--- src/sv/afb_pkg.sv ---
// ----------------------------------------------------------------------------
// Alarm frame builder package
// Frame constants, pipeline word type and the bytewise CRC-16 update.
// ----------------------------------------------------------------------------
package afb_pkg;

    localparam int FRAME_LEN = 7;
    localparam int CRC_SPAN  = 5;
    localparam int MSG_BITS  = 8 * CRC_SPAN;
    localparam int FRAME_BITS = 8 * FRAME_LEN;
    localparam logic [2:0] LAST_IDX = 3'(FRAME_LEN - 1);

    localparam logic [15:0] CRC_POLY = 16'h1021;
    localparam logic [15:0] CRC_INIT = 16'h0000;
    localparam logic [15:0] CRC_TOP  = 16'h8000;

    typedef struct packed {
        logic [7:0]  cmd;
        logic [31:0] diff;
        logic [15:0] crc;
    } afb_word_t;

    // One message byte through the CRC register, MSB first.
    function automatic logic [15:0] crc16_byte(input logic [15:0] acc,
                                               input logic [7:0]  octet);
        logic [15:0] c;
        c = acc ^ {octet, 8'h00};
        for (int i = 0; i < 8; i++)
        begin
            if ((c & CRC_TOP) != 16'h0000)
                c = {c[14:0], 1'b0} ^ CRC_POLY;
            else
                c = {c[14:0], 1'b0};
        end
        return c;
    endfunction

endpackage

--- src/sv/afb_crc_stage.sv ---
// ----------------------------------------------------------------------------
// Alarm frame builder CRC stage
// One pipeline register that folds one message byte into the running CRC.
// ----------------------------------------------------------------------------
module afb_crc_stage
    import afb_pkg::*;
#(
    parameter int BYTE_IDX = 0
)
(
    input  logic      clk,
    input  logic      rst_n,
    input  logic      in_valid,
    input  afb_word_t in_word,
    output logic      in_ready,
    output logic      out_valid,
    output afb_word_t out_word,
    input  logic      out_ready
);

    logic                valid_reg;
    afb_word_t           word_reg;
    afb_word_t           word_next;
    logic [MSG_BITS-1:0] msg;
    logic [7:0]          octet;

    assign msg   = {in_word.cmd, in_word.diff};
    assign octet = msg[MSG_BITS - 1 - 8 * BYTE_IDX -: 8];

    always_comb
    begin
        word_next     = in_word;
        word_next.crc = crc16_byte(in_word.crc, octet);
    end

    assign in_ready  = !valid_reg || out_ready;
    assign out_valid = valid_reg;
    assign out_word  = word_reg;

    always_ff @(posedge clk or negedge rst_n)
    begin
        if (!rst_n)
            valid_reg <= 1'b0;
        else if (in_ready)
            valid_reg <= in_valid;
    end

    always_ff @(posedge clk)
    begin
        if (in_ready && in_valid)
            word_reg <= word_next;
    end

endmodule

--- src/sv/afb_serializer.sv ---
// ----------------------------------------------------------------------------
// Alarm frame builder serializer
// Holds one finished frame and shifts it out one byte per cycle.
// ----------------------------------------------------------------------------
module afb_serializer
    import afb_pkg::*;
(
    input  logic      clk,
    input  logic      rst_n,
    input  logic      in_valid,
    input  afb_word_t in_word,
    output logic      in_ready,
    output logic      strobe,
    output logic [7:0] frame_byte,
    output logic      last_byte
);

    logic                  active_reg;
    logic                  active_next;
    logic [2:0]            idx_reg;
    logic [2:0]            idx_next;
    logic [FRAME_BITS-1:0] frame_reg;
    logic [FRAME_BITS-1:0] frame_next;
    logic                  load;

    // A new frame may enter in the same cycle the last byte goes out.
    assign in_ready = !active_reg || (idx_reg == LAST_IDX);
    assign load     = in_valid && in_ready;

    always_comb
    begin
        active_next = active_reg;
        idx_next    = idx_reg;
        frame_next  = frame_reg;
        if (load)
        begin
            active_next = 1'b1;
            idx_next    = 3'd0;
            frame_next  = {in_word.cmd, in_word.diff, in_word.crc};
        end
        else if (active_reg)
        begin
            if (idx_reg == LAST_IDX)
                active_next = 1'b0;
            idx_next   = idx_reg + 3'd1;
            frame_next = {frame_reg[FRAME_BITS-9:0], 8'h00};
        end
    end

    always_ff @(posedge clk or negedge rst_n)
    begin
        if (!rst_n)
        begin
            active_reg <= 1'b0;
            idx_reg    <= 3'd0;
        end
        else
        begin
            active_reg <= active_next;
            idx_reg    <= idx_next;
        end
    end

    always_ff @(posedge clk)
    begin
        frame_reg <= frame_next;
    end

    assign strobe     = active_reg;
    assign frame_byte = frame_reg[FRAME_BITS-1 -: 8];
    assign last_byte  = active_reg && (idx_reg == LAST_IDX);

endmodule

--- src/sv/alarm_frame_builder_crc16_top.sv ---
// A start transaction passes the difference register, the CRC stages and the serializer, in that order.
// The byte serializer at the output sets the frame rate: it loads a new frame as the last byte goes out.
// Up to six transactions are buffered in the pipeline; busy rises when it is full.
// Reset clears all valid bits and the serializer; no byte is strobed until a start.
// ----------------------------------------------------------------------------
// Alarm frame builder top level
// Subtracts the times, runs a five-stage CRC-16 pipeline and serializes the frame.
// ----------------------------------------------------------------------------
module alarm_frame_builder_crc16_top
    import afb_pkg::*;
(
    input  logic        clk,
    input  logic        rst_n,
    input  logic        start,
    output logic        busy,
    input  logic [7:0]  command_code,
    input  logic [31:0] target_time,
    input  logic [31:0] current_time,
    output logic        strobe,
    output logic [7:0]  frame_byte,
    output logic        last_byte
);

    logic      diff_valid_reg;
    afb_word_t diff_word_reg;
    logic      diff_ready;
    logic      accept;

    logic      stg_valid [CRC_SPAN+1];
    afb_word_t stg_word  [CRC_SPAN+1];
    logic      stg_ready [CRC_SPAN+1];

    assign diff_ready = !diff_valid_reg || stg_ready[0];
    assign busy       = !diff_ready;
    assign accept     = start && diff_ready;

    always_ff @(posedge clk or negedge rst_n)
    begin
        if (!rst_n)
            diff_valid_reg <= 1'b0;
        else if (diff_ready)
            diff_valid_reg <= start;
    end

    always_ff @(posedge clk)
    begin
        if (accept)
        begin
            diff_word_reg.cmd  <= command_code;
            diff_word_reg.diff <= target_time - current_time;
            diff_word_reg.crc  <= CRC_INIT;
        end
    end

    assign stg_valid[0] = diff_valid_reg;
    assign stg_word[0]  = diff_word_reg;

    for (genvar k = 0; k < CRC_SPAN; k++)
    begin : g_crc
        afb_crc_stage #(
            .BYTE_IDX (k)
        ) u_crc_stage (
            .clk       (clk),
            .rst_n     (rst_n),
            .in_valid  (stg_valid[k]),
            .in_word   (stg_word[k]),
            .in_ready  (stg_ready[k]),
            .out_valid (stg_valid[k+1]),
            .out_word  (stg_word[k+1]),
            .out_ready (stg_ready[k+1])
        );
    end

    afb_serializer u_serializer (
        .clk        (clk),
        .rst_n      (rst_n),
        .in_valid   (stg_valid[CRC_SPAN]),
        .in_word    (stg_word[CRC_SPAN]),
        .in_ready   (stg_ready[CRC_SPAN]),
        .strobe     (strobe),
        .frame_byte (frame_byte),
        .last_byte  (last_byte)
    );

endmodule

--- config.mk ---
export PLATFORM = sky130hd
export DESIGN_NAME = alarm_frame_builder_crc16_top
export DESIGN_NICKNAME = d
export VERILOG_FILES = /design/src/sv/afb_pkg.sv /design/src/sv/afb_crc_stage.sv /design/src/sv/afb_serializer.sv /design/src/sv/alarm_frame_builder_crc16_top.sv
export SDC_FILE = /design/constraint.sdc
export NUM_CORES = 1
export LEC_CHECK = 0
export BUFFER_PORTS_ARGS = -buffer_cell sky130_fd_sc_hd__buf_4
export CORE_AREA = 5 5 321 197
export DETAILED_ROUTE_END_ITERATION = 10
export DIE_AREA = 0 0 326 202
export GPL_TIMING_DRIVEN = 0
export SYNTH_ARGS = -nofsm -noshare
export SYNTH_HDL_FRONTEND = slang
export SYNTH_SLANG_ARGS = --single-unit
export TNS_END_PERCENT = 30
--- constraint.sdc ---
create_clock -name clk -period 6.5 [get_ports clk]
set_input_delay 1.625 -clock clk [delete_from_list [all_inputs] [get_ports clk]]
set_output_delay 1.625 -clock clk [all_outputs]
set_load 0.01 [all_outputs]
Word level (Yosys, flattened, before mapping)
Cells that the tools add are included.
{"block": "classes", "n_addsub": 2, "n_eq_ne": 1, "muxes": 47, "bitwise": 44, "reduce_logical": 24}
{"operator": "13-bit two-way mux", "count": 40}
{"operator": "3-bit inverter", "count": 40}
{"operator": "56-bit two-way mux", "count": 2}
{"operator": "16-bit XOR", "count": 4}
{"operator": "32-bit subtractor", "count": 1}
{"operator": "1-bit logical AND", "count": 8}
{"operator": "1-bit logical NOT", "count": 8}
{"operator": "1-bit logical OR", "count": 7}
{"operator": "3-bit two-way mux", "count": 2}
{"operator": "3-bit by 1-bit adder with 3-bit output (second input constant)", "count": 1}
{"operator": "3-bit == test (second input constant)", "count": 1}
{"operator": "1-bit two-way mux", "count": 3}
{"operator": "2-bit nonzero test", "count": 1}
{"block": "word_totals", "ff_bits": 386, "out_inout_bits": 11, "elab_cells": 149}

Logic depth before layout (Yosys ltp)
{"block": "logic_depth", "ltp_word": 17, "depth_mapped": 11, "ltp_nobuf": 11}

Hierarchy
A second synthesis with hierarchy kept.
{"block": "unflattened", "hier_cells": 887, "area_unflattened_um2": 16365.7}
{"mod": "afb_crc_stage", "instances": 5, "cells_per_inst": 85, "area_per_inst_um2": 2113.3, "seq_area_each_um2": 1706.6}
{"mod": "alarm_frame_builder_crc16_top", "instances": 1, "cells_per_inst": 311, "area_per_inst_um2": 3067.9, "seq_area_each_um2": 1226.2}
{"mod": "afb_serializer", "instances": 1, "cells_per_inst": 151, "area_per_inst_um2": 2731.4, "seq_area_each_um2": 1781.7}

Worst setup path before layout
No wires, ideal clock.
{"block": "synth_path", "path_kind": "register to register", "from": "reg u_serializer.idx_reg[0]", "to": "reg g_crc[1].u_crc_stage.word_reg, in the netlist g_crc[1].u_crc_stage.out_word[0] (enable)", "setup_ps": 477, "arrival_time_ps": 3403, "required_time_ps": 6023, "slack_ps": 2621, "stages_incl_launch_ff": 7, "n_path_buf": 0, "path_cell_list": "dfrtp_1 inv_1 ha_1 a21boi_1 nand4_1 nor2_1 nor2b_1"}
{"block": "synth_between", "elab_chain_cells": 7}
{"item": "start: declaration", "line": "afb_serializer.sv:20", "text": "logic [2:0] idx_reg;"}
{"item": "start signal: assignment", "line": "afb_serializer.sv:60", "text": "idx_reg <= idx_next;"}
{"item": "3-bit == test", "line": "afb_serializer.sv:27", "text": "assign in_ready = !active_reg || (idx_reg == LAST_IDX);"}
{"item": "1-bit logical OR", "line": "afb_serializer.sv:27"}
{"item": "1-bit logical OR (4 in a row)", "line": "afb_crc_stage.sv:36", "text": "assign in_ready = !valid_reg || out_ready;"}
{"item": "1-bit logical AND", "line": "afb_crc_stage.sv:50", "text": "if (in_ready && in_valid)"}
{"item": "end signal: assignment", "line": "afb_crc_stage.sv:51", "text": "word_reg <= word_next;"}
{"item": "end: declaration", "line": "afb_crc_stage.sv:22", "text": "afb_word_t word_reg;"}
Every way passes these cells.
A chain may end at the register's enable or synchronous reset.

Worst setup path after layout
{"block": "layout_path", "from": "reg u_serializer.idx_reg[0]", "to": "out busy"}
{"block": "layout_between", "elab_chain_cells": 9}
{"item": "3-bit == test", "line": "afb_serializer.sv:27"}
{"item": "1-bit logical OR", "line": "afb_serializer.sv:27"}
{"item": "1-bit logical OR (5 in a row)", "line": "afb_crc_stage.sv:36"}
{"item": "1-bit logical OR", "line": "alarm_frame_builder_crc16_top.sv:33", "text": "assign diff_ready = !diff_valid_reg || stg_ready[0];"}
{"item": "1-bit logical NOT", "line": "alarm_frame_builder_crc16_top.sv:34", "text": "assign busy = !diff_ready;"}
{"item": "end: declaration", "line": "alarm_frame_builder_crc16_top.sv:15", "text": "output logic busy,"}
Every way passes these cells.

==> flow_metrics.tcl <==
set metrics [dict create \
    synthDistinctLibCells 52 \
    fillers 5890 \
    synth_area_sq_um 14900 \
    relSlewSlack 0.445 \
    ctsHoldBuffers 0 \
    drt.antenna.violating_nets 0 \
    path_common_cell "inv_1" \
    hold_violations 0 \
    timing.hold.ws_ns 0.406 \
    crit_arrival_ns 2.37 \
    setup_viol 0 \
    hold_class "reg2reg" \
    synth_top_flop_cell "edfxtp_1" \
    fin_tns_setup_ns 0 \
    die_h_microns 202 \
    dr.pass1.iters 5 \
    wl_per_cell_microns 14.7 \
    antenna_cells 0 \
    seq_area_sq_um 11300 \
    remaining_drc_errors 0 \
    critPathRequiredTime_ns 4.88 \
    leakage_nw 6.37 \
    io_buffer_count 85 \
    cpMaxStageDelayCell "dfrtp_1" \
    cts_root_buf "clkbuf_16" \
    max_freq_mhz 250 \
    tightest_slew_ns 0.833 \
    h-tree-depth 2 \
    antenna_found_initial 0 \
    final_cell_mix "edfxtp_1 (368), buf_4 (93), xnor2_1 (92)" \
    cts_tree "done" \
    num_io_pins 86 \
    rows 70 \
    vias 6986 \
    cpPeakStageDelay_ns 0.40 \
    place_congestion 0.832 \
    nNetsFinal 1078 \
    largest_register_ffs 272 \
    start_util 0.247 \
    grt_max_degree 60 \
    ys_ff_latch 378 \
    cts_setup_buffers 0 \
    critPathLaunchType "register" \
    rsz0062_at_grt "no" \
    syn_inst 840 \
    drive_gt1_frac 0.224 \
    vias_per_cell 3.91 \
    clk_path_buf_depth 3 \
    clk_pin_slew_ns 0.07 \
    grt_pass1_vias 7131 \
    die-area_sq_um 65900 \
    cts.repair.resized 0 \
    grt.total_usage 0.0796 \
    power_density_nw_per_um2 417 \
    crit_type "reg2out" \
    cap_violations 0 \
    dp_hpwl_mm 18.7 \
    maxSlewViolCount 0 \
    worstPathCellList "inv_1 -> ha_1 -> a21boi_1 -> nand4_1 -> nor2_1 -> nand3_1 -> inv_1 -> buf_4" \
    grt_first_pass_wirelength_mm 41.6 \
    outcome "finished, final reports clean" \
    synthToLayoutAreaGrowth_pct 19.7 \
    worstSkewPairLatency_ns 0.53 \
    endpoint_kind "primary output" \
    cts-buffers-inserted 36 \
    synth_nets 949 \
    clkSinkCount 378 \
    synth_warnings 0 \
    synthArstFlopShare 0.0265 \
    syn_area_per_cell_sq_um 17.7 \
    fin_crit_sh 0.615 \
    final_common_cell "edfxtp_1" \
    routed_wl_mm 26.2 \
    core_area_sq_um 60100 \
    grt_overflow 0 \
    period_needed_ns 4.00 \
    irDropWorstVdd_v 0.000160 \
    multiInputGateArea_sq_um 3280 \
    drt_iter0_markers 553 \
    path_max_fanout 5 \
    die_x_microns 326 \
    synth-edff-count 368 \
    finClkSkew_ns 0.0280 \
    yosysSeqAreaShare 0.760 \
]
## cells by family (layout without fill, tap and decap cells)
group	after synthesis	count (layout)	synth area share
xor+xnor	135	135	0.0795
simple gates	86	86	0.0315
flops	378	378	0.760
compound gates	88	88	0.0431
buf+inv	71	227	0.0202
fa+ha+maj	34	34	0.0291
mux	48	48	0.0364
## critical path, delay by kind of cell (launching register included)
kind | cells | cell delay (ns)
flip-flops | 1 | 0.40
buffers and inverters | 3 | 0.28
adder cells (fa/ha/maj) | 1 | 0.20
AND/OR/NAND/NOR | 3 | 0.67
AO/OA/AOI/OAI | 1 | 0.31
## routing by layer
layer	GRT usage	vias to the layer above	wire length, microns
met5	0	-	0
met4	0.0228	0	569
met3	0.0206	48	1320
met2	0.115	179	11200
met1	0.118	3397	13100
li1	-	3362	-
## layout make-up
cell class                 count  share of cell area
buffer                        19             0.00591
multi-input combinational    391               0.184
clock inverter                19              0.0104
tap                          792              0.0557
clock buffer                  46              0.0551
timing repair buffer          91              0.0426
inverter                      52              0.0110
sequential                   378               0.635
## where the power goes
part	leakage, nW	internal [W]	switching (W)	total, W
Clock	0.569	0.00119	0.000858	0.00205
Sequential	3.61	0.00363	0.000227	0.00386
Combinational	2.19	0.000665	0.000840	0.00151
## per-stage QoR
step	cell area [sq um]	utilization	total power, W	instances	setup WS (ns)
floorplan	14900	-	0.00490	840	2.62
global placement	16500	0.275	0.00540	1717	1.09
detailed placement	16600	0.277	0.00546	1723	2.22
CTS	17800	0.296	0.00753	1788	2.45
global route	17800	0.296	0.00781	1788	2.19
finish	17800	0.296	0.00741	1788	2.50
## final timing paths
kind                       depth (start not counted)  slack, ns                                         from                                     endpoint
hold / removal                                     0       0.41  g_crc[3].u_crc_stage.out_word[27]$_DFFE_PP_  g_crc[4].u_crc_stage.out_word[27]$_DFFE_PP_
hold reg to reg                                    0       0.41  g_crc[3].u_crc_stage.out_word[27]$_DFFE_PP_  g_crc[4].u_crc_stage.out_word[27]$_DFFE_PP_
min in group asynchronous                          1       0.94                                        rst_n   g_crc[3].u_crc_stage.out_valid$_DFFE_PN0P_
setup / recovery                                   8       2.50          u_serializer.idx_reg[0]$_DFFE_PN0P_                                         busy
setup reg to reg                                   8       4.07          u_serializer.idx_reg[0]$_DFFE_PN0P_         u_serializer.frame_reg[43]$_DFFE_PP_
max in group asynchronous                          1       5.42                                        rst_n          u_serializer.idx_reg[0]$_DFFE_PN0P_
## synth_stat cells, types with 2 or more instances
library cell | instances | area (sq um)
a211oi_1 | 4 | 30.0
a21o_1 | 14 | 105
a21oi_1 | 26 | 130
a31oi_1 | 4 | 25.0
a41oi_2 | 2 | 32.5
and2_1 | 14 | 87.6
and3_1 | 4 | 25.0
and4_1 | 2 | 17.5
buf_1 | 3 | 11.3
buf_2 | 3 | 15.0
buf_4 | 8 | 60.1
clkbuf_1 | 5 | 18.8
dfrtp_1 | 10 | 250
edfxtp_1 | 368 | 11100
ha_1 | 33 | 413
inv_1 | 52 | 195
mux2_2 | 48 | 541
nand2_1 | 19 | 71.3
nand2b_1 | 5 | 31.3
nand3_1 | 5 | 25.0
nand4_1 | 5 | 31.3
nor2_1 | 15 | 56.3
nor2b_1 | 9 | 56.3
o21a_1 | 4 | 30.0
o21ai_0 | 6 | 30.0
o21ai_1 | 4 | 20.0
o21ai_2 | 2 | 17.5
o21bai_1 | 6 | 45.0
or2_2 | 4 | 25.0
xnor2_1 | 92 | 806
xor2_1 | 43 | 377
(Power assumes the default switching activity.)
